## config.mk

```make
export PLATFORM = sky130hd
export DESIGN_NAME = psc_div
export DESIGN_NICKNAME = d
export VERILOG_FILES = /design/src/hw/rtl/assert_macros.svh /design/src/hw/rtl/psc_pkg.sv /design/src/hw/rtl/psc_div.sv
export SDC_FILE = /design/constraint.sdc
export NUM_CORES = 1
export LEC_CHECK = 0
export ABC_AREA = 1
export BUFFER_PORTS_ARGS = -buffer_cell sky130_fd_sc_hd__buf_4
export CAP_MARGIN = 10
export CORE_MARGIN = 4
export CORE_UTILIZATION = 35
export CTS_CLUSTER_SIZE = 20
export DETAILED_ROUTE_END_ITERATION = 10
export PLACE_DENSITY = 0.58
export SLEW_MARGIN = 30
export SYNTH_ARGS = -nofsm -noshare
export SYNTH_HDL_FRONTEND = slang
export SYNTH_SLANG_ARGS = --single-unit
```

## constraint.sdc

```tcl
create_clock -name clk -period 1.7 [get_ports clk]
set_input_delay 0.17 -clock clk [delete_from_list [all_inputs] [get_ports clk]]
set_output_delay 0.17 -clock clk [all_outputs]
set_load 0.01 [all_outputs]
```

## src/hw/rtl/assert_macros.svh

```systemverilog
// Assertion helpers shared by the RTL. Each use checks on the rising edge of clk
// and is switched off while rst_n is low.
`ifndef ASSERT_MACROS_SVH
`define ASSERT_MACROS_SVH

// The antecedent implies the consequent in the same cycle.
`define ASSERT_SAME(lbl, ante, cons, msg) \
    lbl: assert property (@(posedge clk) disable iff (!rst_n) (ante) |-> (cons)) \
        else $error(msg);

// The antecedent implies the consequent in the next cycle.
`define ASSERT_NEXT(lbl, ante, cons, msg) \
    lbl: assert property (@(posedge clk) disable iff (!rst_n) (ante) |=> (cons)) \
        else $error(msg);

`endif

```

## src/hw/rtl/psc_pkg.sv

```systemverilog
package psc_pkg;

    // Stored depth width. Kept depths are positive and never exceed 16 bits.
    localparam int DEPTH_W = 16;

    typedef struct packed {
        logic busy;
        logic done;
    } psc_div_status_t;

endpackage

```

## src/hw/rtl/psc_div.sv

```systemverilog
module psc_div #(
    parameter int DVD_W = 28,
    parameter int DVS_W = 11
) (
    input  logic                      clk,
    input  logic                      rst_n,
    input  logic                      start,
    input  logic [DVD_W-1:0]          dividend,
    input  logic [DVS_W-1:0]          divisor,
    output logic [DVD_W-1:0]          quotient,
    output psc_pkg::psc_div_status_t  status
);

    import psc_pkg::*;

    localparam int CNT_W = $clog2(DVD_W + 1);

    logic [DVS_W-1:0] rem_reg;
    logic [DVD_W-1:0] quo_reg;
    logic [CNT_W-1:0] cnt_reg;
    logic             busy_reg;
    logic             done_reg;
    logic [DVS_W:0]   trial;
    logic             fits;

    assign trial = {rem_reg, quo_reg[DVD_W-1]};
    assign fits  = trial >= {1'b0, divisor};

    always_ff @(posedge clk or negedge rst_n)
    begin
        if (!rst_n)
        begin
            rem_reg  <= '0;
            quo_reg  <= '0;
            cnt_reg  <= '0;
            busy_reg <= 1'b0;
            done_reg <= 1'b0;
        end
        else
        begin
            done_reg <= 1'b0;
            if (start)
            begin
                rem_reg  <= '0;
                quo_reg  <= dividend;
                cnt_reg  <= CNT_W'(DVD_W);
                busy_reg <= 1'b1;
            end
            else if (busy_reg)
            begin
                // One restoring step per cycle, quotient bits shift in from the right.
                if (fits)
                begin
                    rem_reg <= DVS_W'(trial - {1'b0, divisor});
                end
                else
                begin
                    rem_reg <= trial[DVS_W-1:0];
                end
                quo_reg <= {quo_reg[DVD_W-2:0], fits};
                cnt_reg <= cnt_reg - 1'b1;
                if (cnt_reg == CNT_W'(1))
                begin
                    busy_reg <= 1'b0;
                    done_reg <= 1'b1;
                end
            end
        end
    end

    assign quotient    = quo_reg;
    assign status.busy = busy_reg;
    assign status.done = done_reg;

endmodule

```

==> metrics.md <==
| Metric | Value |
|---|---|
| Status | `finished, violations left` |
| Largest area contributor in the netlist | `dfrtp_1` |
| Share of the synthesized area in the top cell type | `40.2%` |
| Root Driver | `clkbuf_8` |
| Synth top area cells | `dfrtp_1 (40%), nand2_1 (16%), inv_1 (7.9%)` |
| Instance count on the critical path | `12` |
| Final setup fails | `12` |
| Slowest stage delay, CP | `390 ps` |
| Ys flop type | `dfrtp_1` |
| Post-synthesis sequential area ratio | `40.2%` |
| Leak | `2.16 nW` |
| Unrepaired setup endpoints after global routing | `true` |
| Min-Delay Path Class | `in2reg` |
| Syn nets | `436` |
| FF+latch count, synth | `46` |
| First-pass iteration count of the detailed router | `4` |
| Worst r2r dst | `rem_reg[6]` |
| CP Cell Sequence | `inv_2 -> ha_4 -> inv_4 -> fa_2 -> buf_4 -> buf_4 -> nand2_2 -> nand3_1 -> nand2_2 -> nand3_4 -> nand3_2 -> nand2_1` |
| CP Capture Point | `rem_reg[6]` |
| Final Max Tran Viols | `0` |
| Die Footprint | `9700 um2` |
| I/O Pins | `72` |
| Design Power | `4.24 mW` |
| CTS max path bufs | `2` |
| Antenna cells | `0` |
| Syn Inst Count | `380` |
| Critical path capture point type | `flop` |
| Multi-input logic area | `1500 um2` |
| Final WL | `7290 um` |
| CTS tree | `built` |
| Post-synth EDFFs | `0` |
| Vias | `2743` |
| Clock sink count | `46` |
| Critical Path Fanout Max | `3` |
| Core box area | `7850 um2` |
| Violated checks | `setup timing` |
| Number of remaining DRC errors | `0` |
| Count of different cell masters after synthesis | `28` |
| Async S/R FF share, synth | `100%` |
| Worst Reg-to-Reg Cells | `12` |
| Critical path class | `reg2reg` |
| Avg WL per Cell | `12.6 um` |
| Flop pwr share | `33.1%` |
| GRT Util Overall | `15.5%` |
| Critical Path Slowest Stage Cell | `dfrtp_1` |
| Clk_lat worst skew | `290 ps` |
| Initial core utilization | `36.5%` |
| Setup WS pre-CTS | `-148 ps` |
| Worst vdd ir | `461 uV` |
| Final worst path period share | `105%` |
| Row Count | `32` |
| Reg clk slew, reported paths | `80 ps` |
| Fill count | `799` |
| P&R area growth vs syn | `37.2%` |
| H-tree depth | `2` |
| Register Area | `1150 um2` |
| Clock group share of total power | `14.8%` |
| DR iter-0 viols | `96` |
| Vias per Instance | `4.73` |
| Fmax achieved | `0.562 GHz` |
| Yosys Warn Count | `0` |
| Power share of the combinational group | `52.1%` |
| Final antenna-violating net count | `0` |
| Die Wd | `98.5 um` |
| WP data required | `1890 ps` |
| Layout cells sized above 1 | `32.8%` |
| Clock Skew | `3.39 ps` |
| Number of global-route vias before repair | `2831` |
| Fin. Hold Viols | `0` |
| Largest register FFs | `28` |
| First-pass GRT wire length | `12800 um` |
| Port bufs | `71` |
| Initial antenna violation count | `0` |
| Internal | `2.58 mW` |
| Cell family with most CP delay | `adder cells` |
| Worst Setup SP | `quotient[27]` |
| Die Y | `98.5 um` |
| TritonCTS Buffers | `5` |
| Total global routing overflow | `0` |
| P_sw | `1.66 mW` |
| Reg2reg start | `quotient[27]` |
| Max Cap Viol | `0` |
| P per Cell Area | `1080 nW/um2` |
| Arrival @ worst endpoint | `1970 ps` |
| Worst relative slew slack | `61.5%` |
| Worst Tran Pin Value | `577 ps` |
| Pin count of the biggest net entering global routing | `47` |
| Shortest period the worst path allows | `1780 ps` |
| R2R Setup Slk | `-80 ps` |
| Fin worst setup slack | `-79.0 ps` |
| CP bufs+invs | `4` |
| Nets | `534` |
| Post-DP HPWL | `5620 um` |
| Net Sw Frac | `39.1%` |
| Cell Area, Synth | `2870 um2` |
| Worst hold slack | `104 ps` |
| Placer Congestion | `0.785` |
| Setup TNS | `-616 ps` |
| Synth cell count leaders | `nand2_1 (124), inv_1 (60), dfrtp_1 (46)` |
| Syn_area_per_cell | `7.54 um2` |
| CP Launch Type | `flop` |
| Count leader, synth | `nand2_1` |
metal layers:
| metal | global-route usage (%) | up-vias | wire, um |
|---|---|---|---|
| li1 | - | 1411 | - |
| met1 | 20.6 | 1264 | 3340 |
| met2 | 26.3 | 62 | 3490 |
| met3 | 3.18 | 6 | 401 |
| met4 | 3.15 | 0 | 61 |
| met5 | 0 | - | 0 |
power by group through the flow:
stage	Sequential (mW)	Combinational [mW]	Clock, mW
floorplan	1.42	1.27	0
global placement	1.42	1.99	0
detailed placement	1.42	2.02	0
CTS	1.40	2.12	0.656
global route	1.43	2.50	0.697
finish	1.41	2.21	0.626
worst min-delay path by stage:
| stage | start | endpoint | slack (ps) | cells past startpoint |
|---|---|---|---|---|
| floorplan | rst_n | busy_reg | -130 | 0 |
| global placement | rst_n | quotient[19] | 220 | 1 |
| detailed placement | rst_n | quotient[19] | 220 | 1 |
| CTS | dividend[8] | quotient[8] | 100 | 3 |
| global route | dividend[17] | quotient[17] | 90 | 3 |
| finish | dividend[25] | quotient[25] | 100 | 3 |
logic make-up after synthesis:
| kind of cell | Yosys count | synth area share (%) |
|---|---|---|
| AND/OR/NAND/NOR | 189 | 29.5 |
| buffers and inverters | 81 | 12.0 |
| AO/OA/AOI/OAI | 47 | 11.0 |
| XOR/XNOR | 3 | 0.917 |
| flip-flops | 46 | 40.2 |
| adder cells (fa/ha/maj) | 14 | 6.37 |
worst reg2reg max path, cell delays in order (launching register included):
cell,delay (ps)
dfrtp_1,390
inv_2,80
ha_4,130
inv_4,30
fa_2,340
buf_4,140
buf_4,140
nand2_2,70
nand3_1,90
nand2_2,90
nand3_4,60
nand3_2,60
nand2_1,50
stage by stage:
stage               instances  utilization [%]  instance area (um2)
floorplan                 380                -                 2880
global placement          570             47.1                 3700
detailed placement        570             47.1                 3700
CTS                       578             49.0                 3850
global route              580             50.1                 3930
finish                    580             50.1                 3930
cell usage in the layout (no fill, tap or decap), types with 10 or more instances in the layout:
master / netlist / final
nand2_1: 124 / 115
nand3_1: 23 / 17
nand2_2: 3 / 11
a22oi_1: 25 / 25
nand4_1: 14 / 14
dfrtp_1: 46 / 46
buf_4: 4 / 103
nand3_2: 7 / 11
ha_1: 13 / 10
inv_1: 60 / 58
nor2_1: 12 / 10
what timing repair did:
action | 4_1_cts | 5_1_grt
resized for setup | 12 | 20
hold endpoints to repair | 46 | 0
setup endpoints to repair | 12 | 12
hold buffers | 1 | 0
pin swaps | 6 | 8
buffers inserted | 1 | 2
final cells by class:
class	count	area share [%]
inverters	64	6.17
multi-input cells	253	38.0
clock inverters	2	0.254
well taps	102	3.24
flip-flops and latches	46	29.3
repair buffers	108	21.3
clock buffers	5	1.75
(Power assumes the default switching activity.)
